**src/page_table_first_free_frame_alloc_defines.svh**
```systemverilog
// Assertion macros for the page table frame allocator.
// Included by files that carry concurrent checks; no other dependencies.
`ifndef PAGE_TABLE_FIRST_FREE_FRAME_ALLOC_DEFINES_SVH
`define PAGE_TABLE_FIRST_FREE_FRAME_ALLOC_DEFINES_SVH

`ifndef SYNTH
// antecedent implies consequent in the same cycle
`define PTFF_ASSERT_IMPL(lbl, ante, cons, msg) \
  lbl: assert property (@(posedge clk_i) disable iff (!rst_ni) (ante) |-> (cons)) \
    else $error(msg);
// antecedent implies consequent in the next cycle
`define PTFF_ASSERT_NEXT(lbl, ante, cons, msg) \
  lbl: assert property (@(posedge clk_i) disable iff (!rst_ni) (ante) |=> (cons)) \
    else $error(msg);
`else
`define PTFF_ASSERT_IMPL(lbl, ante, cons, msg)
`define PTFF_ASSERT_NEXT(lbl, ante, cons, msg)
`endif

`endif

```
**src/ptff_pkg.sv**
```systemverilog
// Shared types and constants for the page table frame allocator.
// No dependencies.
package ptff_pkg;

  localparam int unsigned PAGES       = 128;
  localparam int unsigned PAGE_W      = $clog2(PAGES);
  localparam int unsigned FRAMES      = 128;
  localparam int unsigned FRAME_W     = 7;
  localparam int unsigned FRAME_CNT_W = 8;
  localparam int unsigned CNT_W       = 16;
  localparam int unsigned IN_TDATA_W  = 8;
  localparam int unsigned OUT_TDATA_W = 48;
  localparam int unsigned APB_ADDR_W  = 3;
  localparam int unsigned APB_DATA_W  = 32;

  localparam logic [FRAME_CNT_W-1:0] FRAME_COUNT_RST = FRAME_CNT_W'(128);
  localparam logic [FRAME_CNT_W-1:0] FRAMES_LIMIT    = FRAME_CNT_W'(FRAMES);
  localparam logic [CNT_W-1:0]       CNT_MAX         = '1;

  // register index, taken from paddr[2]
  localparam logic REG_FRAME_COUNT = 1'b0;

  typedef enum logic [1:0] {
    OUT_HIT     = 2'd0,
    OUT_ALLOC   = 2'd1,
    OUT_NOFRAME = 2'd2
  } outcome_e;

endpackage

```
**src/page_table_first_free_frame_alloc.sv**
```systemverilog
// Demand-paging page table with first-free frame allocation and no replacement.
// Each reference first takes a registered read of the page-to-frame RAM, then
// decides hit or fault, writes the RAM back and loads the output register. A
// new reference is taken as soon as the previous one has moved into the output
// register, even while that result waits; a decided result is held, and no new
// reference is taken, while the output register is still full. Valid bits reset
// in flops, so no clearing pass follows reset. Depends on ptff_pkg, ptff_cfg,
// ptff_frame_ram and the assertion macro header.
`include "page_table_first_free_frame_alloc_defines.svh"

module page_table_first_free_frame_alloc (
  input  logic                                  clk_i,
  input  logic                                  rst_ni,
  // input word: [6:0] page_index, [7] zero
  input  logic                                  s_axis_tvalid,
  output logic                                  s_axis_tready,
  input  logic [ptff_pkg::IN_TDATA_W-1:0]       s_axis_tdata,
  // output word: [1:0] outcome, [8:2] frame_index, [24:9] faults_seen,
  // [40:25] references_seen, [47:41] zero
  output logic                                  m_axis_tvalid,
  input  logic                                  m_axis_tready,
  output logic [ptff_pkg::OUT_TDATA_W-1:0]      m_axis_tdata,
  input  logic                                  psel,
  input  logic                                  penable,
  input  logic                                  pwrite,
  input  logic [ptff_pkg::APB_ADDR_W-1:0]       paddr,
  input  logic [ptff_pkg::APB_DATA_W-1:0]       pwdata,
  output logic [ptff_pkg::APB_DATA_W-1:0]       prdata,
  output logic                                  pready
);

  logic [ptff_pkg::FRAME_CNT_W-1:0] frame_count;
  logic [ptff_pkg::FRAME_CNT_W-1:0] limit;

  logic                              busy_q, busy_d;
  logic [ptff_pkg::PAGE_W-1:0]       page_q;
  logic [ptff_pkg::PAGES-1:0]        valid_q, valid_d;
  // Frames are never released, so the in-use map is always the prefix
  // [0, frames_used); frames_used is also the lowest free frame.
  logic [ptff_pkg::FRAME_CNT_W-1:0]  frames_used_q, frames_used_d;
  logic [ptff_pkg::CNT_W-1:0]        fault_cnt_q, fault_cnt_d;
  logic [ptff_pkg::CNT_W-1:0]        ref_cnt_q, ref_cnt_d;
  logic                              out_valid_q, out_valid_d;
  logic [ptff_pkg::OUT_TDATA_W-1:0]  out_data_q, out_data_d;

  logic                              s_fire, m_fire, commit;
  logic                              hit, can_alloc, do_alloc;
  logic [ptff_pkg::FRAME_W-1:0]      ram_rdata;
  logic [ptff_pkg::FRAME_W-1:0]      frame_sel;
  ptff_pkg::outcome_e                outcome;

  ptff_cfg u_cfg (
    .clk_i         (clk_i),
    .rst_ni        (rst_ni),
    .psel          (psel),
    .penable       (penable),
    .pwrite        (pwrite),
    .paddr         (paddr),
    .pwdata        (pwdata),
    .prdata        (prdata),
    .pready        (pready),
    .frame_count_o (frame_count)
  );

  ptff_frame_ram #(
    .DEPTH (ptff_pkg::PAGES),
    .WIDTH (ptff_pkg::FRAME_W)
  ) u_frame_ram (
    .clk_i   (clk_i),
    .we_i    (do_alloc),
    .waddr_i (page_q),
    .wdata_i (frames_used_q[ptff_pkg::FRAME_W-1:0]),
    .re_i    (s_fire),
    .raddr_i (s_axis_tdata[ptff_pkg::PAGE_W-1:0]),
    .rdata_o (ram_rdata)
  );

  assign s_axis_tready = !busy_q;
  assign s_fire        = s_axis_tvalid && s_axis_tready;
  assign m_fire        = out_valid_q && m_axis_tready;
  assign commit        = busy_q && (!out_valid_q || m_axis_tready);

  assign limit     = (frame_count > ptff_pkg::FRAMES_LIMIT) ? ptff_pkg::FRAMES_LIMIT
                                                            : frame_count;
  assign hit       = valid_q[page_q];
  assign can_alloc = frames_used_q < limit;
  assign do_alloc  = commit && !hit && can_alloc;

  always_comb begin
    if (hit) begin
      outcome   = ptff_pkg::OUT_HIT;
      frame_sel = ram_rdata;
    end else if (can_alloc) begin
      outcome   = ptff_pkg::OUT_ALLOC;
      frame_sel = frames_used_q[ptff_pkg::FRAME_W-1:0];
    end else begin
      outcome   = ptff_pkg::OUT_NOFRAME;
      frame_sel = '0;
    end
  end

  always_comb begin
    busy_d        = busy_q;
    valid_d       = valid_q;
    frames_used_d = frames_used_q;
    fault_cnt_d   = fault_cnt_q;
    ref_cnt_d     = ref_cnt_q;
    out_valid_d   = out_valid_q;
    out_data_d    = out_data_q;

    if (m_fire) begin
      out_valid_d = 1'b0;
    end
    if (s_fire) begin
      busy_d = 1'b1;
    end
    if (commit) begin
      busy_d = 1'b0;
      if (ref_cnt_q != ptff_pkg::CNT_MAX) begin
        ref_cnt_d = ref_cnt_q + 1'b1;
      end
      if (!hit && (fault_cnt_q != ptff_pkg::CNT_MAX)) begin
        fault_cnt_d = fault_cnt_q + 1'b1;
      end
      if (do_alloc) begin
        valid_d[page_q] = 1'b1;
        frames_used_d   = frames_used_q + 1'b1;
      end
      out_valid_d = 1'b1;
      out_data_d  = {7'b0, ref_cnt_d, fault_cnt_d, frame_sel, outcome};
    end
  end

  always_ff @(posedge clk_i or negedge rst_ni) begin
    if (!rst_ni) begin
      busy_q        <= 1'b0;
      valid_q       <= '0;
      frames_used_q <= '0;
      fault_cnt_q   <= '0;
      ref_cnt_q     <= '0;
      out_valid_q   <= 1'b0;
    end else begin
      busy_q        <= busy_d;
      valid_q       <= valid_d;
      frames_used_q <= frames_used_d;
      fault_cnt_q   <= fault_cnt_d;
      ref_cnt_q     <= ref_cnt_d;
      out_valid_q   <= out_valid_d;
    end
  end

  // payload, no reset
  always_ff @(posedge clk_i) begin
    if (s_fire) begin
      page_q <= s_axis_tdata[ptff_pkg::PAGE_W-1:0];
    end
    out_data_q <= out_data_d;
  end

  assign m_axis_tvalid = out_valid_q;
  assign m_axis_tdata  = out_data_q;

  `PTFF_ASSERT_IMPL(a_frames_bounded, 1'b1, frames_used_q <= ptff_pkg::FRAMES_LIMIT, "frames used beyond frame store")
  `PTFF_ASSERT_NEXT(a_alloc_advances, do_alloc, frames_used_q == $past(frames_used_q) + 1'b1, "allocation did not advance free frame")
  `PTFF_ASSERT_NEXT(a_ref_counts, commit && (ref_cnt_q != ptff_pkg::CNT_MAX), ref_cnt_q == $past(ref_cnt_q) + 1'b1, "reference count missed")
  `PTFF_ASSERT_NEXT(a_accept_busy, s_fire, busy_q && !s_axis_tready, "reference accepted while lookup pending")

endmodule

```
**src/ptff_frame_ram.sv**
```systemverilog
// Generic single-write, single-read RAM with registered read data.
// Holds the page-to-frame table; no package dependency.
module ptff_frame_ram #(
  parameter int unsigned DEPTH = 128,
  parameter int unsigned WIDTH = 7
) (
  input  logic                     clk_i,
  input  logic                     we_i,
  input  logic [$clog2(DEPTH)-1:0] waddr_i,
  input  logic [WIDTH-1:0]         wdata_i,
  input  logic                     re_i,
  input  logic [$clog2(DEPTH)-1:0] raddr_i,
  output logic [WIDTH-1:0]         rdata_o
);

  logic [WIDTH-1:0] mem [DEPTH];
  logic [WIDTH-1:0] rdata_q;

  always_ff @(posedge clk_i) begin
    if (we_i) begin
      mem[waddr_i] <= wdata_i;
    end
  end

  always_ff @(posedge clk_i) begin
    if (re_i) begin
      rdata_q <= mem[raddr_i];
    end
  end

  assign rdata_o = rdata_q;

endmodule

```
**src/ptff_cfg.sv**
```systemverilog
// APB register block holding the usable frame count.
// Depends on ptff_pkg.
module ptff_cfg (
  input  logic                                clk_i,
  input  logic                                rst_ni,
  input  logic                                psel,
  input  logic                                penable,
  input  logic                                pwrite,
  input  logic [ptff_pkg::APB_ADDR_W-1:0]     paddr,
  input  logic [ptff_pkg::APB_DATA_W-1:0]     pwdata,
  output logic [ptff_pkg::APB_DATA_W-1:0]     prdata,
  output logic                                pready,
  output logic [ptff_pkg::FRAME_CNT_W-1:0]    frame_count_o
);

  logic [ptff_pkg::FRAME_CNT_W-1:0] frame_count_q, frame_count_d;
  logic                             sel_frame_count;

  assign pready          = 1'b1;
  assign sel_frame_count = (paddr[2] == ptff_pkg::REG_FRAME_COUNT);

  always_comb begin
    frame_count_d = frame_count_q;
    if (psel && penable && pwrite && pready && sel_frame_count) begin
      frame_count_d = pwdata[ptff_pkg::FRAME_CNT_W-1:0];
    end
  end

  always_ff @(posedge clk_i or negedge rst_ni) begin
    if (!rst_ni) begin
      frame_count_q <= ptff_pkg::FRAME_COUNT_RST;
    end else begin
      frame_count_q <= frame_count_d;
    end
  end

  always_comb begin
    prdata = '0;
    if (sel_frame_count) begin
      prdata = ptff_pkg::APB_DATA_W'(frame_count_q);
    end
  end

  assign frame_count_o = frame_count_q;

endmodule

```
**config.mk**
```make
export PLATFORM = sky130hd
export DESIGN_NAME = page_table_first_free_frame_alloc
export DESIGN_NICKNAME = d
export VERILOG_FILES = /design/src/ptff_pkg.sv /design/src/page_table_first_free_frame_alloc.sv /design/src/ptff_frame_ram.sv /design/src/ptff_cfg.sv
export VERILOG_INCLUDE_DIRS = /design/src /design/src/src
export SDC_FILE = /design/constraint.sdc
export NUM_CORES = 1
export LEC_CHECK = 0
export BUFFER_PORTS_ARGS = -buffer_cell sky130_fd_sc_hd__clkbuf_2
export CAP_MARGIN = 10
export CORE_MARGIN = 3
export CORE_UTILIZATION = 35
export DETAILED_ROUTE_END_ITERATION = 8
export GPL_ROUTABILITY_DRIVEN = 0
export MAX_ROUTING_LAYER = met4
export PLACE_DENSITY_LB_ADDON = 0.3
export SYNTH_ARGS = -nofsm -noshare
export SYNTH_HDL_FRONTEND = slang
export SYNTH_SLANG_ARGS = --single-unit
```
**constraint.sdc**
```tcl
create_clock -name clk_i -period 4 [get_ports clk_i]
set_input_delay 0.6 -clock clk_i [delete_from_list [all_inputs] [get_ports clk_i]]
set_output_delay 0.6 -clock clk_i [all_outputs]
set_load 0.005 [all_outputs]
```
; ---- Word level (Yosys, flattened, before mapping)
; Memory sizes are Yosys's and may differ from the RTL's. A register that Yosys moved wholly into a read port is not among the register bits.
; Index checks and enable logic that the tools add are counted.
[classes]
muxes = 17
eq_ne = 2
magnitude_cmp = 4
shift = 0
div_mod_pow = 0
bitwise_logic = 2
n_addsub = 3
multipliers = 0
n_reduce_logical = 17
[op_table]
columns = op, n
row1 = 128-bit OR, 1
row2 = 16-bit by 1-bit adder with 16-bit output (second input constant), 2
row3 = 16-bit 2-to-1 mux, 2
row4 = 16-bit inequality test (second input constant), 2
row5 = 8-bit 2-to-1 mux, 2
row6 = 7-bit 2-to-1 mux, 2
row7 = 1-bit logical AND, 10
row8 = 8-bit by 1-bit adder with 8-bit output (second input constant), 1
row9 = 8-bit > comparator (second input constant), 1
row10 = 7-bit by 8-bit < comparator with 1-bit output (second input constant), 1
row11 = 8-bit < comparator, 1
row12 = 1-bit 2-to-1 mux, 8
row13 = 1-bit binary-select mux with 7-bit select, 1
row14 = 1-bit demux with 7-bit select, 1
row15 = 7-bit by 1-bit >= comparator with 1-bit output (second input constant), 1
row16 = 2-bit nonzero test, 2
row17 = 1-bit zero test, 3
row18 = 2-bit 2-to-1 mux, 1
row19 = 2-bit AND reduction, 1
row20 = 1-bit logical OR, 1
row21 = 1-bit NOT, 1
[totals]
ramBits = 896
mem_bits_ro = 0
input_bits = 50
latch_bits = 0
regBits = 226
elab_cells = 56
n_memories = 1
[mem_list]
columns = name, words, word_bits, read_ports, rd_clocked_by_memory_dff, write_ports, line_no
row1 = u_frame_ram.mem, 128, 7, 1, 1, 1, ptff_frame_ram.sv:16  ; logic [WIDTH-1:0] mem [DEPTH];

; ---- Depth between registers and ports, before layout
[depth]
word_depth = 7
depth_mapped = 12

; ---- By module
; A second synthesis with hierarchy kept.
[unflattened]
cells_unflattened = 2248
area_unflattened_um2 = 45252.2
[by_module_without_submodules]
columns = module, n_inst, area_per_inst_um2, cells_per_inst
row1 = ptff_frame_ram, 1, 34877.2, 1453
row2 = page_table_first_free_frame_alloc, 1, 9794.4, 743
row3 = ptff_cfg, 1, 580.6, 52

; ---- Worst setup path before layout
; No wires, ideal clock.
[synth_timing]
kind = register -> register
from = register frames_used_q[5] (netlist name)
to = memory u_frame_ram.mem[103][0] (enable)
n_path_buf = 2
setup_ps = 380
arrival_time_ps = 3974
setup_slack_ps = -354
stages_incl_launch_ff = 10
required_time_ps = 3620
period_less_slack_ps = 4354
cell_sequence = dfrtp_1 ha_1 a21o_1 a21o_1 a21oi_1 o21a_1 nand2_1 buf_2 buf_2 nor3_1
[synth_via]
elab_chain_len = 4
[synth_rtl]
columns = element, line_no
row1 = start: declaration, page_table_first_free_frame_alloc.sv:40  ; logic [ptff_pkg::FRAME_CNT_W-1:0] frames_used_q, frames_used_d;
row2 = start signal: assignment, page_table_first_free_frame_alloc.sv:145  ; frames_used_q <= frames_used_d;
row3 = 8-bit < comparator, page_table_first_free_frame_alloc.sv:86  ; assign can_alloc = frames_used_q < limit;
row4 = 1-bit logical AND, page_table_first_free_frame_alloc.sv:87  ; assign do_alloc = commit && !hit && can_alloc;
row5 = 1-bit 2-to-1 mux, ptff_frame_ram.sv:20  ; if (we_i) begin
row6 = 1-bit 2-to-1 mux (not written as such), ptff_frame_ram.sv:21  ; mem[waddr_i] <= wdata_i;
row7 = end: declaration, ptff_frame_ram.sv:16
; No other way between the ends.

; ---- Final worst setup path
[layout_timing]
from = register page_q[0] (netlist name)
to = memory u_frame_ram.mem[119][1] (enable)
[layout_via]
elab_chain_len = 7
[layout_rtl]
columns = element, line_no
row1 = start: declaration, page_table_first_free_frame_alloc.sv:36  ; logic [ptff_pkg::PAGE_W-1:0] page_q;
row2 = start signal: assignment, page_table_first_free_frame_alloc.sv:155  ; page_q <= s_axis_tdata[ptff_pkg::PAGE_W-1:0];
row3 = 1-bit binary-select mux with 7-bit select, page_table_first_free_frame_alloc.sv:85  ; assign hit = valid_q[page_q];
row4 = 1-bit 2-to-1 mux (not written as such), page_table_first_free_frame_alloc.sv:85
row5 = 1-bit zero test, page_table_first_free_frame_alloc.sv:87
row6 = 1-bit logical AND (2 in series), page_table_first_free_frame_alloc.sv:87
row7 = 1-bit 2-to-1 mux, ptff_frame_ram.sv:20
row8 = 1-bit 2-to-1 mux (not written as such), ptff_frame_ram.sv:21
; Several ways; a longest one is shown, not always the timed one. The select of a mux whose other input is x is not followed.

==> summary.txt <==
Drt
  • Post-Route WL: 109500 um
  • DR WL/cell: 25.02 um
  • DR iter-0 viols: between 2000 and 2500
  • First-pass DRT Iterations: 6
  • ANT nets after route: 0
  • Residual DRC: 0
  • Routed via count: 23004
  • Vias per cell: 5.259

Setup path
  • WP data required: 4420 ps
  • R2r setup slk: 200 ps
  • Worst setup EP type: flop
  • Worst setup SP type: flop
  • Crit Path Max Fanout: 56
  • Worst Setup Path Type: flop to flop
  • Worst Path Arrival: 4220 ps

Worst hold path
  • Hold Crit Class: input pin to flop

Timing
  • Final hold vios: 0
  • Clock Skew: 31.00 ps
  • Setup-failing EPs final: 0
  • Worst-margin pin slew: 1042 ps
  • Max_slew headroom: 0.3056
  • Fin worst setup slack: 201.7 ps
  • Max Slew Vio Count: 0
  • Fmax: 0.2633 GHz
  • Post-route clock period utilization: 0.9496
  • Setup TNS: 0 ps
  • Fin crit period: 3798 ps

GRT
  • Grt total ovfl: 0
  • Antenna violations before repair: 3
  • Total GRT Usage: 0.1697
  • Largest net degree at the start of global routing: 86
  • First-pass GRT wire length: 162300 um
  • Vias in the first global route: around 24000

Layout
  • # fillers: 11213
  • Commonest non-fill, non-tap cells in the layout: edfxtp_1 (951), mux4_2 (322), buf_4 (209)
  • Share of cells above drive strength 1: 0.3144
  • Commonest non-fill, non-tap cell in the layout: edfxtp_1
  • Layout area overhead: 16.72%
  • Final net count: between 2000 and 3000

Status
  • Status: complete, no violations

Floorplan
  • Core area: 0.1280 mm^2
  • Initial Util: 0.3536
  • Ports: ~130
  • Die Ht: 365.6 um
  • Full die area: between 0.1 and 0.15 mm^2
  • Cell row count: 131
  • DIE WIDTH: 365.6 um

Clock network
  • CTS tree: built
  • Sink Count: 1129
  • CTS H-Tree Depth: 3
  • Later-pin clock latency in the skew report: 720 ps
  • Root buf cell: clkbuf_16
  • Clock slew at the register clock pins of the worst setup and hold paths: 60 ps
  • Clock tree buffer depth: 3
  • Num CTS Buffers: 112

Yosys
  • Top FF cell, synth: edfxtp_1
  • Synth Area in XOR/XNOR: 0.01006
  • Post-Synth Adder-Cell Area: 0.002764
  • Post-synthesis cell count: ~2300
  • #FFs+latches synth: 1129
  • Mux contribution to synthesized area: 0.1711
  • Mapped Area: 0.04527 mm^2
  • EDFF count, synth: 951
  • Largest family of logic cells by synthesized area: multiplexers
  • Synth Area in Compound Gates: 0.02634
  • Sequential share of the synthesized area: 0.7292
  • Synth Warn #: 0
  • Simple-gate portion of the synthesized area: 0.03994
  • Share of flip-flops with an asynchronous set or reset: 0.1577
  • Cell variety after synth: 44
  • Syn avg cell area: 19.79 um^2

Run
  • Maxcap violations: 0

Placement
  • Post-DP HPWL: 68210 um
  • Dpl ws: 102.0 ps
  • Port Buffers: 73

Power
  • Leakage: 0.01900 uW
  • Power density cells: 572.3 mW/mm^2
  • VDD IR max: 377.8 uV
-- cell usage after synthesis, drive strengths merged, types with 2 or more instances --
| library cell | instances | area [um^2] |
|---|---|---|
| conb | 2 | 7.510 |
| mux4 | 322 | 7252 |
| edfxtp | 951 | 28560 |
| xnor2 | 47 | 411.6 |
| nor2b | 13 | 81.33 |
| mux2 | 27 | 304.0 |
| clkinv | 2 | 7.510 |
| a22oi | 8 | 60.06 |
| and3 | 13 | 81.33 |
| buf | 93 | 506.7 |
| o22a | 2 | 17.52 |
| a21oi | 8 | 40.04 |
| o21ai | 8 | 40.04 |
| nand2 | 63 | 236.5 |
| o22ai | 2 | 12.51 |
| nor2 | 46 | 172.7 |
| nand3 | 44 | 220.2 |
| and4b | 4 | 40.04 |
| nor3 | 127 | 635.6 |
| nand2b | 10 | 62.56 |
| inv | 14 | 52.55 |
| mux2i | 19 | 190.2 |
| o21bai | 64 | 480.5 |
| nor4 | 5 | 46.29 |
| and4 | 2 | 17.52 |
| nand4 | 24 | 165.2 |
| ha | 10 | 125.1 |
| and2 | 3 | 18.77 |
| clkbuf | 95 | 356.6 |
| o2bb2ai | 2 | 17.52 |
| a21o | 68 | 510.5 |
| dfrtp | 177 | 4429 |
| xor2 | 5 | 43.79 |
-- stage by stage --
| step | cell area [um^2] | hold slack, ps | cells | util | power (uW) |
|---|---|---|---|---|---|
| 6_report | 52840 | 123.5 | 4374 | 0.4128 | 30240 |
| 5_1_grt | 52840 | 90.57 | 4374 | 0.4128 | 31430 |
| 4_1_cts | 52830 | 72.22 | 4371 | 0.4127 | 30570 |
| 3_5_place_dp | 49130 | 440.7 | 4161 | 0.3838 | 20000 |
| 3_3_place_gp | 49130 | 432.4 | 4161 | 0.3838 | 19800 |
| 2_1_floorplan | 45390 | 304.4 | 2317 | - | 17810 |
-- critical path: stages (launching register included) --
cell and delay [ps]:
edfxtp_1 380, buf_12 260, mux4_2 550, mux4_2 510, o2bb2ai_1 160, nor4_1 90, nor4_4 300, buf_4 190
nand2_4 70, buf_4 330, nor3_1 360, buf_4 230
-- final timing paths --
check                                         from                            endpoint  cells past startpoint
max in group asynchronous                   rst_ni             valid_q[53]$_DFFE_PN0P_                      3
min reg2reg                valid_q[14]$_DFFE_PN0P_             valid_q[14]$_DFFE_PN0P_                      1
max reg2reg                    page_q[0]$_DFFE_PP_   u_frame_ram.mem[119][1]$_DFFE_PP_                     11
min                                      pwdata[6]  u_cfg.frame_count_o[6]$_DFFE_PN0P_                      2
max                            page_q[0]$_DFFE_PP_   u_frame_ram.mem[119][1]$_DFFE_PP_                     11
min in group asynchronous                   rst_ni          fault_cnt_q[8]$_DFFE_PN0P_                      2
-- sequential cells by signal, indices dropped and copies added, names as in the netlist --
| register | cells |
|---|---|
| u_frame_ram.rdata_o | 7 |
| u_frame_ram.mem | 896 |
| ref_cnt_q | 16 |
| fault_cnt_q | 16 |
| m_axis_tdata | 41 |
| valid_q | 128 |
| page_q | 7 |
| m_axis_tvalid | 1 |
| u_cfg.frame_count_o | 8 |
| busy_q | 1 |
| frames_used_q | 8 |
-- cell families (layout without fill, tap and decap cells) --
group,after synthesis,count (layout)
mux,368,368
fa+ha+maj,10,10
other cells,2,34
buf+inv,204,530
flops,1129,1129
xor+xnor,52,52
compound gates,164,164
simple gates,358,358
-- report_power, final --
part	switching [uW]	internal [uW]	total, uW	leakage, uW
clock network	4460	6100	10600	0.00180
logic	3160	1450	4610	0.00559
registers	463	14600	15100	0.0116
-- routing by layer --
metal / wire length, um / GRT usage
met5: 0 / -
met4: 2757 / 0.04580
met3: 6566 / 0.03086
met2: 53190 / 0.2677
met1: 46940 / 0.2275
-- cell type report --
cell class | instances | area (um^2) | share of cell area
flip-flops and latches | 1129 | 33040 | 0.6253
multi-input cells | 984 | 11460 | 0.2168
inverters | 16 | 61.31 | 0.001160
diodes | 2 | 5.005 | 0.00009472
clock inverters | 65 | 666.9 | 0.01262
well taps | 1729 | 2163 | 0.04094
clock buffers | 144 | 3019 | 0.05714
repair buffers | 305 | 2427 | 0.04594
-- repair_timing --
action / CTS / global route
endpoints found under the setup margin: 0 / 323
hold buffers: 1 / 0
resized for setup: 0 / 0
setup buffers: 0 / 1
hold endpoints to repair: 83 / 0
(Power assumes the default switching activity.)
